--- src/rtl/core/mtm_pkg.sv ---
// Shared types and codes for the timer table block.
// No dependencies; every other file in rtl/core except mtm_ram imports this package.
package mtm_pkg;

   // command codes carried in the request word
   localparam logic [2:0] CMD_START   = 3'd0;
   localparam logic [2:0] CMD_STOP    = 3'd1;
   localparam logic [2:0] CMD_RESTART = 3'd2;
   localparam logic [2:0] CMD_SETPER  = 3'd3;
   localparam logic [2:0] CMD_QUERY   = 3'd4;
   localparam logic [2:0] CMD_TICK    = 3'd5;

   // result kinds
   localparam logic [1:0] KIND_CMD_DONE  = 2'd0;
   localparam logic [1:0] KIND_EXPIRY    = 2'd1;
   localparam logic [1:0] KIND_TICK_DONE = 2'd2;

   // status codes
   localparam logic [1:0] STAT_OK       = 2'd0;
   localparam logic [1:0] STAT_FULL     = 2'd1;
   localparam logic [1:0] STAT_NOTFOUND = 2'd2;

   // most expiry words one tick may emit before its closing word
   localparam int MAX_EXPIRIES = 16;

   typedef struct packed {
      logic [2:0]  command;
      logic [15:0] timer_id;
      logic [31:0] duration;
      logic        cyclic;
   } req_word_type;

   typedef struct packed {
      logic [1:0]  event_kind;
      logic [1:0]  status;
      logic [15:0] event_timer_id;
      logic        event_cyclic;
      logic        is_active;
      logic        last_of_run;
   } rsp_word_type;

   // one queued command, tagged by the front end
   typedef struct packed {
      req_word_type word;
      logic         is_tick;
   } queue_entry_type;

   // one timer slot as stored in the slot memory
   typedef struct packed {
      logic [15:0] id;
      logic [31:0] duration;
      logic [32:0] elapsed;
      logic        periodic;
   } slot_type;

endpackage

--- src/rtl/core/mtm_ram.sv ---
// Generic single-write, single-read RAM with registered read data.
// No dependencies.
module mtm_ram #(
   parameter int WIDTH  = 8,
   parameter int DEPTH  = 16,
   parameter int ADDR_W = 4
) (
   input  logic              clock,
   input  logic              wr_en,
   input  logic [ADDR_W-1:0] wr_addr,
   input  logic [WIDTH-1:0]  wr_data,
   input  logic              rd_en,
   input  logic [ADDR_W-1:0] rd_addr,
   output logic [WIDTH-1:0]  rd_data
);
   logic [WIDTH-1:0] mem_ff [DEPTH];
   logic [WIDTH-1:0] rd_data_ff;

   // write port and registered read port
   always_ff @(posedge clock) begin
      if (wr_en) begin
         mem_ff[wr_addr] <= wr_data;
      end
      if (rd_en) begin
         rd_data_ff <= mem_ff[rd_addr];
      end
   end

   assign rd_data = rd_data_ff;
endmodule

--- src/rtl/core/mtm_front.sv ---
// Front end: accepts request words, tags ticks, and holds them in a two-entry queue.
// Depends on mtm_pkg.
module mtm_front (
   input  logic                    clock,
   input  logic                    reset,
   input  logic                    start,
   output logic                    busy,
   input  mtm_pkg::req_word_type   req_word,
   output logic                    q_valid,
   output mtm_pkg::queue_entry_type q_entry,
   input  logic                    q_pop
);
   import mtm_pkg::*;

   queue_entry_type q_ff [2];
   logic            wp_ff, wp_in;
   logic            rp_ff, rp_in;
   logic [1:0]      cnt_ff, cnt_in;
   logic            push;

   assign busy    = (cnt_ff == 2'd2);
   assign push    = start && !busy;
   assign q_valid = (cnt_ff != 2'd0);
   assign q_entry = q_ff[rp_ff];

   // advance pointers and fill count
   always_comb begin
      wp_in  = push  ? ~wp_ff : wp_ff;
      rp_in  = q_pop ? ~rp_ff : rp_ff;
      cnt_in = cnt_ff;
      if (push && !q_pop) begin
         cnt_in = cnt_ff + 2'd1;
      end else if (!push && q_pop) begin
         cnt_in = cnt_ff - 2'd1;
      end
   end

   always_ff @(posedge clock) begin
      if (reset) begin
         wp_ff  <= 1'b0;
         rp_ff  <= 1'b0;
         cnt_ff <= 2'd0;
      end else begin
         wp_ff  <= wp_in;
         rp_ff  <= rp_in;
         cnt_ff <= cnt_in;
      end
   end

   // store the word with its tick tag
   always_ff @(posedge clock) begin
      if (push) begin
         q_ff[wp_ff].word    <= req_word;
         q_ff[wp_ff].is_tick <= (req_word.command == CMD_TICK);
      end
   end
endmodule

--- src/rtl/core/mtm_back.sv ---
// Back end: scans the slot memory to carry out commands and ticks, and drives results.
// Depends on mtm_pkg and mtm_ram.
module mtm_back #(
   parameter int MAX_TIMERS = 16
) (
   input  logic                     clock,
   input  logic                     reset,
   input  logic                     q_valid,
   input  mtm_pkg::queue_entry_type q_entry,
   output logic                     q_pop,
   output logic                     rsp_strobe,
   output mtm_pkg::rsp_word_type    rsp_word
);
   import mtm_pkg::*;

   localparam int IW = $clog2(MAX_TIMERS > 1 ? MAX_TIMERS : 2);
   localparam int CW = $clog2(MAX_TIMERS + 1);
   localparam int SW = $bits(slot_type);
   localparam logic [CW-1:0] LAST_CNT = CW'(MAX_TIMERS);

   typedef enum logic [6:0] {
      ST_IDLE = 7'b0000001,
      ST_LOOK = 7'b0000010,
      ST_EXEC = 7'b0000100,
      ST_INC  = 7'b0001000,
      ST_SEL  = 7'b0010000,
      ST_FIRE = 7'b0100000,
      ST_TEND = 7'b1000000
   } state_type;

   state_type              state_ff, state_in;
   logic [CW-1:0]          cnt_ff, cnt_in;
   logic                   dok_ff, dok_in;
   logic [IW-1:0]          didx_ff, didx_in;
   req_word_type           cmd_ff, cmd_in;
   logic [MAX_TIMERS-1:0]  valid_ff, valid_in;
   logic [MAX_TIMERS-1:0]  done_ff, done_in;
   logic                   match_ff, match_in;
   logic [IW-1:0]          midx_ff, midx_in;
   slot_type               rec_ff, rec_in;
   logic                   bfound_ff, bfound_in;
   logic [IW-1:0]          bidx_ff, bidx_in;
   logic [32:0]            bover_ff, bover_in;
   slot_type               brec_ff, brec_in;
   logic [4:0]             fire_cnt_ff, fire_cnt_in;
   logic                   rsp_strobe_ff, rsp_strobe_in;
   rsp_word_type           rsp_word_ff, rsp_word_in;

   logic          ram_wr_en, ram_rd_en;
   logic [IW-1:0] ram_wr_addr, ram_rd_addr;
   slot_type      ram_wr_data, rd_slot;
   logic [SW-1:0] ram_rd_data;
   logic [IW-1:0] free_idx;
   logic [32:0]   over;
   logic          scan_end;
   logic          cur_valid;

   mtm_ram #(
      .WIDTH  (SW),
      .DEPTH  (MAX_TIMERS),
      .ADDR_W (IW)
   ) u_slots (
      .clock   (clock),
      .wr_en   (ram_wr_en),
      .wr_addr (ram_wr_addr),
      .wr_data (ram_wr_data),
      .rd_en   (ram_rd_en),
      .rd_addr (ram_rd_addr),
      .rd_data (ram_rd_data)
   );

   assign rd_slot    = slot_type'(ram_rd_data);
   assign rsp_strobe = rsp_strobe_ff;
   assign rsp_word   = rsp_word_ff;
   assign scan_end   = (cnt_ff == LAST_CNT);
   assign cur_valid  = dok_ff && valid_ff[didx_ff];
   assign over       = rd_slot.elapsed - {1'b0, rd_slot.duration};

   // lowest free slot
   always_comb begin
      free_idx = '0;
      for (int i = MAX_TIMERS - 1; i >= 0; i--) begin
         if (!valid_ff[i]) begin
            free_idx = IW'(i);
         end
      end
   end

   // sequencer
   always_comb begin
      state_in      = state_ff;
      cnt_in        = cnt_ff;
      dok_in        = dok_ff;
      didx_in       = didx_ff;
      cmd_in        = cmd_ff;
      valid_in      = valid_ff;
      done_in       = done_ff;
      match_in      = match_ff;
      midx_in       = midx_ff;
      rec_in        = rec_ff;
      bfound_in     = bfound_ff;
      bidx_in       = bidx_ff;
      bover_in      = bover_ff;
      brec_in       = brec_ff;
      fire_cnt_in   = fire_cnt_ff;
      rsp_strobe_in = 1'b0;
      rsp_word_in   = rsp_word_ff;
      q_pop         = 1'b0;
      ram_wr_en     = 1'b0;
      ram_wr_addr   = didx_ff;
      ram_wr_data   = rd_slot;
      ram_rd_en     = 1'b0;
      ram_rd_addr   = cnt_ff[IW-1:0];

      // scan step shared by the look-up, increment and select passes
      if (state_ff == ST_LOOK || state_ff == ST_INC || state_ff == ST_SEL) begin
         if (!scan_end) begin
            ram_rd_en = 1'b1;
            cnt_in    = cnt_ff + CW'(1);
            dok_in    = 1'b1;
            didx_in   = cnt_ff[IW-1:0];
         end else begin
            dok_in = 1'b0;
         end
      end

      case (state_ff)
         ST_IDLE: begin
            if (q_valid) begin
               q_pop       = 1'b1;
               cmd_in      = q_entry.word;
               cnt_in      = '0;
               dok_in      = 1'b0;
               match_in    = 1'b0;
               done_in     = '0;
               fire_cnt_in = '0;
               state_in    = q_entry.is_tick ? ST_INC : ST_LOOK;
            end
         end
         ST_LOOK: begin
            // keep the first valid slot holding the id
            if (cur_valid && !match_ff && rd_slot.id == cmd_ff.timer_id) begin
               match_in = 1'b1;
               midx_in  = didx_ff;
               rec_in   = rd_slot;
            end
            if (scan_end) begin
               state_in = ST_EXEC;
            end
         end
         ST_EXEC: begin
            rsp_word_in            = '0;
            rsp_word_in.event_kind = KIND_CMD_DONE;
            rsp_word_in.last_of_run = 1'b1;
            rsp_strobe_in          = 1'b1;
            ram_wr_addr            = midx_ff;
            case (cmd_ff.command)
               CMD_START: begin
                  if (&valid_ff) begin
                     rsp_word_in.status = STAT_FULL;
                  end else begin
                     ram_wr_en            = 1'b1;
                     ram_wr_addr          = match_ff ? midx_ff : free_idx;
                     ram_wr_data.id       = cmd_ff.timer_id;
                     ram_wr_data.duration = cmd_ff.duration;
                     ram_wr_data.elapsed  = '0;
                     ram_wr_data.periodic = cmd_ff.cyclic;
                     valid_in[ram_wr_addr] = 1'b1;
                  end
               end
               CMD_STOP: begin
                  if (!match_ff) begin
                     rsp_word_in.status = STAT_NOTFOUND;
                  end else begin
                     valid_in[midx_ff] = 1'b0;
                  end
               end
               CMD_RESTART: begin
                  if (!match_ff) begin
                     rsp_word_in.status = STAT_NOTFOUND;
                  end else begin
                     ram_wr_en           = 1'b1;
                     ram_wr_data         = rec_ff;
                     ram_wr_data.elapsed = '0;
                  end
               end
               CMD_SETPER: begin
                  if (!match_ff) begin
                     rsp_word_in.status = STAT_NOTFOUND;
                  end else begin
                     ram_wr_en            = 1'b1;
                     ram_wr_data          = rec_ff;
                     ram_wr_data.periodic = cmd_ff.cyclic;
                  end
               end
               CMD_QUERY: begin
                  rsp_word_in.is_active = match_ff;
               end
               default: begin
               end
            endcase
            state_in = ST_IDLE;
         end
         ST_INC: begin
            // advance elapsed count of each live timer, saturating
            if (cur_valid) begin
               ram_wr_en = 1'b1;
               if (!(&rd_slot.elapsed)) begin
                  ram_wr_data.elapsed = rd_slot.elapsed + 33'd1;
               end
            end
            if (scan_end) begin
               state_in  = ST_SEL;
               cnt_in    = '0;
               dok_in    = 1'b0;
               bfound_in = 1'b0;
            end
         end
         ST_SEL: begin
            // pick the most overdue expired timer, lowest slot on ties
            if (cur_valid && !done_ff[didx_ff] &&
                rd_slot.elapsed >= {1'b0, rd_slot.duration}) begin
               if (!bfound_ff || over > bover_ff) begin
                  bfound_in = 1'b1;
                  bidx_in   = didx_ff;
                  bover_in  = over;
                  brec_in   = rd_slot;
               end
            end
            // close the tick once the expiry budget is spent or no expired timer is left
            if (scan_end) begin
               state_in = (bfound_in && fire_cnt_ff != 5'(MAX_EXPIRIES)) ?
                          ST_FIRE : ST_TEND;
            end
         end
         ST_FIRE: begin
            rsp_strobe_in              = 1'b1;
            rsp_word_in                = '0;
            rsp_word_in.event_kind     = KIND_EXPIRY;
            rsp_word_in.event_timer_id = brec_ff.id;
            rsp_word_in.event_cyclic   = brec_ff.periodic;
            done_in[bidx_ff]           = 1'b1;
            fire_cnt_in                = fire_cnt_ff + 5'd1;
            ram_wr_addr                = bidx_ff;
            if (brec_ff.periodic) begin
               ram_wr_en           = 1'b1;
               ram_wr_data         = brec_ff;
               ram_wr_data.elapsed = '0;
            end else begin
               valid_in[bidx_ff] = 1'b0;
            end
            state_in  = ST_SEL;
            cnt_in    = '0;
            dok_in    = 1'b0;
            bfound_in = 1'b0;
         end
         ST_TEND: begin
            rsp_strobe_in           = 1'b1;
            rsp_word_in             = '0;
            rsp_word_in.event_kind  = KIND_TICK_DONE;
            rsp_word_in.last_of_run = 1'b1;
            state_in                = ST_IDLE;
         end
         default: begin
            state_in = ST_IDLE;
         end
      endcase
   end

   // control state
   always_ff @(posedge clock) begin
      if (reset) begin
         state_ff      <= ST_IDLE;
         cnt_ff        <= '0;
         dok_ff        <= 1'b0;
         valid_ff      <= '0;
         rsp_strobe_ff <= 1'b0;
      end else begin
         state_ff      <= state_in;
         cnt_ff        <= cnt_in;
         dok_ff        <= dok_in;
         valid_ff      <= valid_in;
         rsp_strobe_ff <= rsp_strobe_in;
      end
   end

   // payload and scan bookkeeping
   always_ff @(posedge clock) begin
      didx_ff     <= didx_in;
      cmd_ff      <= cmd_in;
      done_ff     <= done_in;
      match_ff    <= match_in;
      midx_ff     <= midx_in;
      rec_ff      <= rec_in;
      bfound_ff   <= bfound_in;
      bidx_ff     <= bidx_in;
      bover_ff    <= bover_in;
      brec_ff     <= brec_in;
      fire_cnt_ff <= fire_cnt_in;
      rsp_word_ff <= rsp_word_in;
   end
endmodule

--- src/rtl/core/multi_timer_manager.sv ---
// Top level of the timer table: front-end command queue plus scanning back end.
// Depends on mtm_pkg, mtm_front, mtm_back and mtm_ram.
//
// Usage:
//   Request channel: a word (command, timer_id, duration, cyclic) is taken on a
//   clock edge where start is high and busy is low. Two words can be queued
//   ahead of the one in work; busy rises when the queue is full.
//   Result channel: each result word shows on rsp_word for one cycle with
//   rsp_strobe high. last_of_run marks the final result of a request.
//   Commands give one result, after one slot-memory scan and an update step.
//   A tick makes one increment scan, then one select scan per expiry and a
//   closing scan. During a scan the single read port of the slot memory
//   reads one slot per cycle.
//   Reset empties the table and the queue; slot contents need no clearing.
//   The receiver cannot stall: results are strobed once and not held.
module multi_timer_manager #(
   parameter int MAX_TIMERS = 16
) (
   input  logic                  clock,
   input  logic                  reset,
   input  logic                  start,
   output logic                  busy,
   input  mtm_pkg::req_word_type req_word,
   output logic                  rsp_strobe,
   output mtm_pkg::rsp_word_type rsp_word
);
   import mtm_pkg::*;

   logic            q_valid;
   logic            q_pop;
   queue_entry_type q_entry;

   mtm_front u_front (
      .clock    (clock),
      .reset    (reset),
      .start    (start),
      .busy     (busy),
      .req_word (req_word),
      .q_valid  (q_valid),
      .q_entry  (q_entry),
      .q_pop    (q_pop)
   );

   mtm_back #(
      .MAX_TIMERS (MAX_TIMERS)
   ) u_back (
      .clock      (clock),
      .reset      (reset),
      .q_valid    (q_valid),
      .q_entry    (q_entry),
      .q_pop      (q_pop),
      .rsp_strobe (rsp_strobe),
      .rsp_word   (rsp_word)
   );
endmodule

--- config.mk ---
export PLATFORM = sky130hd
export DESIGN_NAME = multi_timer_manager
export DESIGN_NICKNAME = d
export VERILOG_FILES = /design/src/rtl/core/mtm_pkg.sv /design/src/rtl/core/mtm_ram.sv /design/src/rtl/core/mtm_front.sv /design/src/rtl/core/mtm_back.sv /design/src/rtl/core/multi_timer_manager.sv
export SDC_FILE = /design/constraint.sdc
export NUM_CORES = 2
export LEC_CHECK = 0
export BUFFER_PORTS_ARGS = -buffer_cell sky130_fd_sc_hd__buf_2
export CAP_MARGIN = 20
export CORE_ASPECT_RATIO = 0.5
export CORE_MARGIN = 3
export CORE_UTILIZATION = 50
export CTS_CLUSTER_SIZE = 24
export DETAILED_ROUTE_END_ITERATION = 7
export HOLD_SLACK_MARGIN = 0.06
export PLACE_DENSITY = 0.64
export SLEW_MARGIN = 40
export SYNTH_ARGS = -nofsm -noshare
export SYNTH_HDL_FRONTEND = slang
export SYNTH_SLANG_ARGS = --single-unit
--- constraint.sdc ---
create_clock -name clock -period 21.7 [get_ports clock]
set_input_delay 1.085 -clock clock [delete_from_list [all_inputs] [get_ports clock]]
set_output_delay 1.085 -clock clock [all_outputs]
set_load 0.02 [all_outputs]
# Yosys cells after proc, flatten, opt, wreduce, memory -nomap -nowiden
# Memories as Yosys holds them, arrays and structs flattened. A register that Yosys moved wholly into a read port is not among the register bits.
# Index checks and enable logic that the tools add are counted.
# word_totals
output_inout_bits	25
mem_bits_rw	1418
mem_count	2
word_cells	224
in_bits	55
reg_bits	308
# memory_table
name	depth	width	rd	rd_ports_with_merged_regs	write_ports	line_no	text
u_back.u_slots.mem_ff	16	82	1	1	1	mtm_ram.sv:16	logic [WIDTH-1:0] mem_ff [DEPTH];
u_front.q_ff	2	53	1	1	1	mtm_front.sv:15	queue_entry_type q_ff [2];
# classes
add_sub_neg	6
reduce_logical	43
mux	97
n_eq_ne	25
order_cmp	9
bitwise	9
# ops
cell	n
two-way mux 82 bit	4
case mux 82 bit (3 select lines)	1
case mux 33 bit (3 select lines)	1
case mux 16 bit (2 select lines)	3
case mux 48 bit (2 select lines)	1
two-way mux 4 bit	20
case mux 23 bit (3 select lines)	1
two-way mux 33 bit	2
two-way mux 16 bit	4
two-way mux 7 bit	5
case mux 7 bit (5 select lines)	1
adder 33 x 1 -> 33 bit (second input constant)	1
>= comparator 33 x 32 -> 1 bit	1
greater-than comparator 33 bit	1
AND reduction 33 bit	1
subtractor 33 x 32 -> 33 bit	1
AND 16 bit	2
NOT 16 bit	2
bitwise OR 16 bit	2
two-way mux 1 bit	31
two-way mux 5 bit	5
less-than comparator 4 x 5 -> 1 bit (second input constant)	4
== test 16 bit	1
AND reduction 16 bit	1
other kinds (43)	93

# Longest topological paths before layout
# depth
ltp_word	25
ltp_mapped	21
mapped_depth_nobuf	21

# By module
# A second synthesis with hierarchy kept.
# hier_totals
cells_unflattened	3789
area_unflattened_um2	71910.2
# by_module_without_submodules
mod	seq_area_each_um2	cells_each	instances	area_per_inst_um2
mtm_ram	41860.1	2103	1	51504.4
mtm_back	8828.5	1494	1	16356.9
mtm_front	3283.1	192	1	4048.9

# Least setup slack after synthesis
# No wires, ideal clock.
# synth_timing
kind	flip-flop to flip-flop
start	register u_back.u_slots.rd_data_ff[1] (netlist: u_back.u_slots.rd_data[1]) (read register of u_back.u_slots.mem_ff)
end	register u_back.bidx_ff[0] (enable)
setup_slack_ps	8229
period_less_slack_ps	13471
stages_incl_launch_ff	21
required_ps	20928
n_path_buf	0
setup_time_ps	772
arrival_time_ps	12700
cell_sequence	edfxtp_1 > inv_1 > ha_1 > inv_1 > fa_1 > a21o_1 > a221oi_1 > o221a_2 > o221a_2 > o31ai_2 > a221oi_2 > mux2i_1 > nand3_1 > ha_1 > o21a_1 > o21ai_0 > a21oi_1 > o22a_1 > nor2_1 > o21ai_0 > nor4b_1
# synth_via
elab_chain_len	4
elab_cells_between_ends	6
classes_between	add/sub: 1; order compare: 2; reduce/logical: 3
# synth_lines
element	line_no	text
from (decl)	mtm_ram.sv:17	logic [WIDTH-1:0] rd_data_ff;
subtractor 33 x 32 -> 33 bit	mtm_back.sv:77	assign over = rd_slot.elapsed - {1'b0, rd_slot.duration};
net u_back.over[30]	mtm_back.sv:54	logic [32:0] over;
greater-than comparator 33 bit	mtm_back.sv:223	if (!bfound_ff || over > bover_ff) begin
logical OR 1 bit	mtm_back.sv:223	
AND reduction 3 bit (no source line)	-	
to (signal assigned)	mtm_back.sv:296	bidx_ff <= bidx_in;
to (decl)	mtm_back.sv:42	logic [IW-1:0] bidx_ff, bidx_in;
# The timed path passes the listed nets, and every way through them passes these cells.
# A chain may end at the register's enable or synchronous reset.

# Final worst setup path
# layout_timing
start	register u_back.u_slots.rd_data_ff[1] (netlist: u_back.u_slots.rd_data[1]) (read register of u_back.u_slots.mem_ff)
end	register u_back.brec_ff[67] (netlist bit) (enable)
# layout_via
elab_chain_len	4
elab_cells_between_ends	6
classes_between	add/sub: 1; order compare: 2; reduce/logical: 3
# layout_lines
element	line_no	text
subtractor 33 x 32 -> 33 bit	mtm_back.sv:77	
net u_back.over[30]	mtm_back.sv:54	
greater-than comparator 33 bit	mtm_back.sv:223	
logical OR 1 bit	mtm_back.sv:223	
AND reduction 3 bit (no source line)	-	
to (signal assigned)	mtm_back.sv:298	brec_ff <= brec_in;
to (decl)	mtm_back.sv:44	slot_type brec_ff, brec_in;
# The timed path passes the listed nets, and every way through them passes these cells.

==> results.ini <==
[timing]
rsz0062_at_grt=false
worst_pin_slew_ns=0.863
setup_tns_ns=0
fin_crit_sh=0.270
hold_violations=0
skew_ns=0.0226
holdWs_ns=0.473
period_needed_ns=5.87
fmax_mhz=170
slew_violations=0
setup_viol_count_final=0
slew_headroom=0.425

[worst_setup_path]
cp.arrival_ns=6.27
slowest_delay_ns=0.69
critical_path.startpoint=u_back.u_slots.rd_data[1]
worstPathCellList=inv_1, ha_1, inv_1, fa_1, a21o_1, a221oi_1, o221a_2, o221a_2, o31ai_2, a221oi_2, mux2i_1, nand3_1, ha_1, o21a_1, o21ai_0, a21oi_1, o22a_1, nor2_1, o21ai_0, nor4b_2, buf_4
end_kind=flip-flop
timing.rr.start=u_back.u_slots.rd_data[1]
crit_fanout=44
crit_path_top_delay_cell=buf_4
path_class=flip-flop to flip-flop
critPathRequiredTime_ns=22.10
setup.worst_path.start_class=flip-flop

[floorplanning]
die_w_um=541
start_util=0.507
pin_count=80
core_area_sq_um=141000
dieHeight_um=274
die_area_sq_um=148000
row_count=97

[layout]
drive_gt1_frac=0.255
area_growth_pct=11.9
fin_area_sq_um=80100
diodes=0
layout_commonest_cell=edfxtp_1
finalNetCount=3850
layout_common_cells=1774 x edfxtp_1, 420 x mux4_2, 164 x clkbuf_16
fin_cells=5730

[placement]
place_congestion=0.886
place_area_sq_um=75100
dp.cells=5445
io_buffers=79
dp_hpwl_um=100000

[logic_synthesis]
synth_top_family_by_area=multiplexers
synth_xor_area_frac=0.00685
synth-seq-area-share=0.754
synth_nets=3678
yosys.area_share.simple=0.0321
ys_ff_latch=1809
async_reset_ff_frac=0
ys.flop_type=edfxtp_1
synthesis.area_sq_um=71600
synthAdderAreaFrac=0.0127
netlist_instances=3551
synthDistinctLibCells=85
synth_compound_area_frac=0.0399
syn_avg_cell_area_sq_um=20.2
yosys_warnings=0
synth_mux_area_frac=0.141
synth-edff-count=1774

[hold_path]
hp-class=flip-flop to flip-flop
hp-start=u_back.u_slots.rd_data[55]

[global_routing]
top_usage_layer=met1
grt_pass1_wl_um=250000
antenna_found_initial=5
grtUsageMet3=0.0447
grt_pass1_vias=36037
use_met2=0.340
grt_use_met1=0.362
grt_usage=0.231
gr-total-overflow=0
grt_max_degree=110

[run_status]
status=completed

[power_and_ir_drop]
power_mw=7.86
ir_worst_vdd_v=0.0000796
p_leak_nw=24.7
power_density_nw_per_um2=98.1

[detailed_routing]
vias_per_cell=6.26
wire_per_inst_um=29.4
first_pass_iters=5
drt_wl_total_um=169000
num_vias=35891
drc=0
ant_nets=0
drtIter0Drc=4415

[clocking]
cts-root-buf=clkbuf_16
cts_tree=built
htreeDepth=4
cts_buffer_depth=3
clkTransAtPathRegs_ns=0.07
cts_setup_buffers=0
ctsHoldBuffers=0
cts_resized=0
cts_sinks=1809
cts_made_buffers=157
clock_insertion_delay_worst_skew_ns=0.78

[job]
drv_cap=0

state kept, by name, summed over array words and instances, names as in the netlist, named ones only:
register / count
u_back.u_slots.mem_ff: 1312
u_front.q_ff: 106
u_back.rec_ff: 82
u_back.u_slots.rd_data: 82
u_back.cmd_ff: 52
u_back.brec_ff: 49
u_back.bover_ff: 33
u_back.rsp_word: 23
u_back.done_ff: 16
u_back.valid_ff: 16
u_back.state_ff: 7
u_back.cnt_ff: 5
u_back.fire_cnt_ff: 5
u_back.bidx_ff: 4
u_back.didx_ff: 4
u_back.midx_ff: 4
u_front.cnt_ff: 2
u_back.bfound_ff: 1
u_back.dok_ff: 1
u_back.match_ff: 1
u_back.rsp_strobe: 1
u_front.rp_ff: 1
u_front.wp_ff: 1
through the flow:
step	setup slack, ns	util
final	15.83	0.568
after global routing	15.45	0.568
after CTS	15.81	0.567
after detailed placement	15.87	0.532
after global placement	15.81	0.529
after floorplan	8.23	-
layer usage:
layer,vias up,part of all wire
met4,0,0.014
met1,19076,0.45
met2,1601,0.45
met5,-,0
met3,170,0.086
li1,15044,-
cells in the mapped netlist (all sizes together) (35+ instances only):
cell / instances / area [sq um]
edfxtp: 1774 / 53300
mux4: 420 / 9460
nand2: 145 / 552
a21oi: 113 / 569
clkbuf: 107 / 403
nor2: 106 / 408
inv: 90 / 338
ha: 71 / 888
a22oi: 69 / 518
o21ai: 69 / 349
buf: 63 / 273
mux2: 54 / 608
dfxtp: 35 / 701
final timing paths:
| check | endpoint | slack (ns) | cells past startpoint |
|---|---|---|---|
| hold / removal | u_back.brec_ff[55] | 0.47 | 0 |
| setup reg to reg | u_back.brec_ff[67] | 15.83 | 21 |
| setup / recovery | u_back.brec_ff[67] | 15.83 | 21 |
| hold reg to reg | u_back.brec_ff[55] | 0.47 | 0 |
report_power, final:
group | switching (mW) | internal [mW] | total [mW]
Sequential | 0.109 | 4.08 | 4.19
Clock | 1.26 | 1.53 | 2.79
Combinational | 0.546 | 0.342 | 0.887
worst max-delay path, delay by kind of cell (launching register included):
| kind | cells | cell delay, ns |
|---|---|---|
| buffers and inverters | 3 | 0.86 |
| AO/OA/AOI/OAI | 11 | 2.54 |
| multiplexers | 1 | 0.22 |
| adder cells (fa/ha/maj) | 3 | 0.89 |
| flip-flops | 1 | 0.50 |
| AND/OR/NAND/NOR | 3 | 0.43 |
cells by family (layout without fill, tap and decap cells):
kind of cell    Yosys count  in the layout
buf+inv                 260            558
fa+ha+maj                72             72
flops                  1809           1809
xor+xnor                 56             56
mux                     476            476
compound gates          421            421
simple gates            457            457
area by class of cell:
type	instances	area [sq um]
Fill cell	10346	61000
Clock buffer	205	4260
Tap cell	1881	2350
Inverter	90	338
Timing Repair Buffer	183	1330
Clock inverter	80	783
Multi-Input combinational cell	1482	17100
Sequential cell	1809	54000
Note: power is estimated with default switching activity, not from simulation.
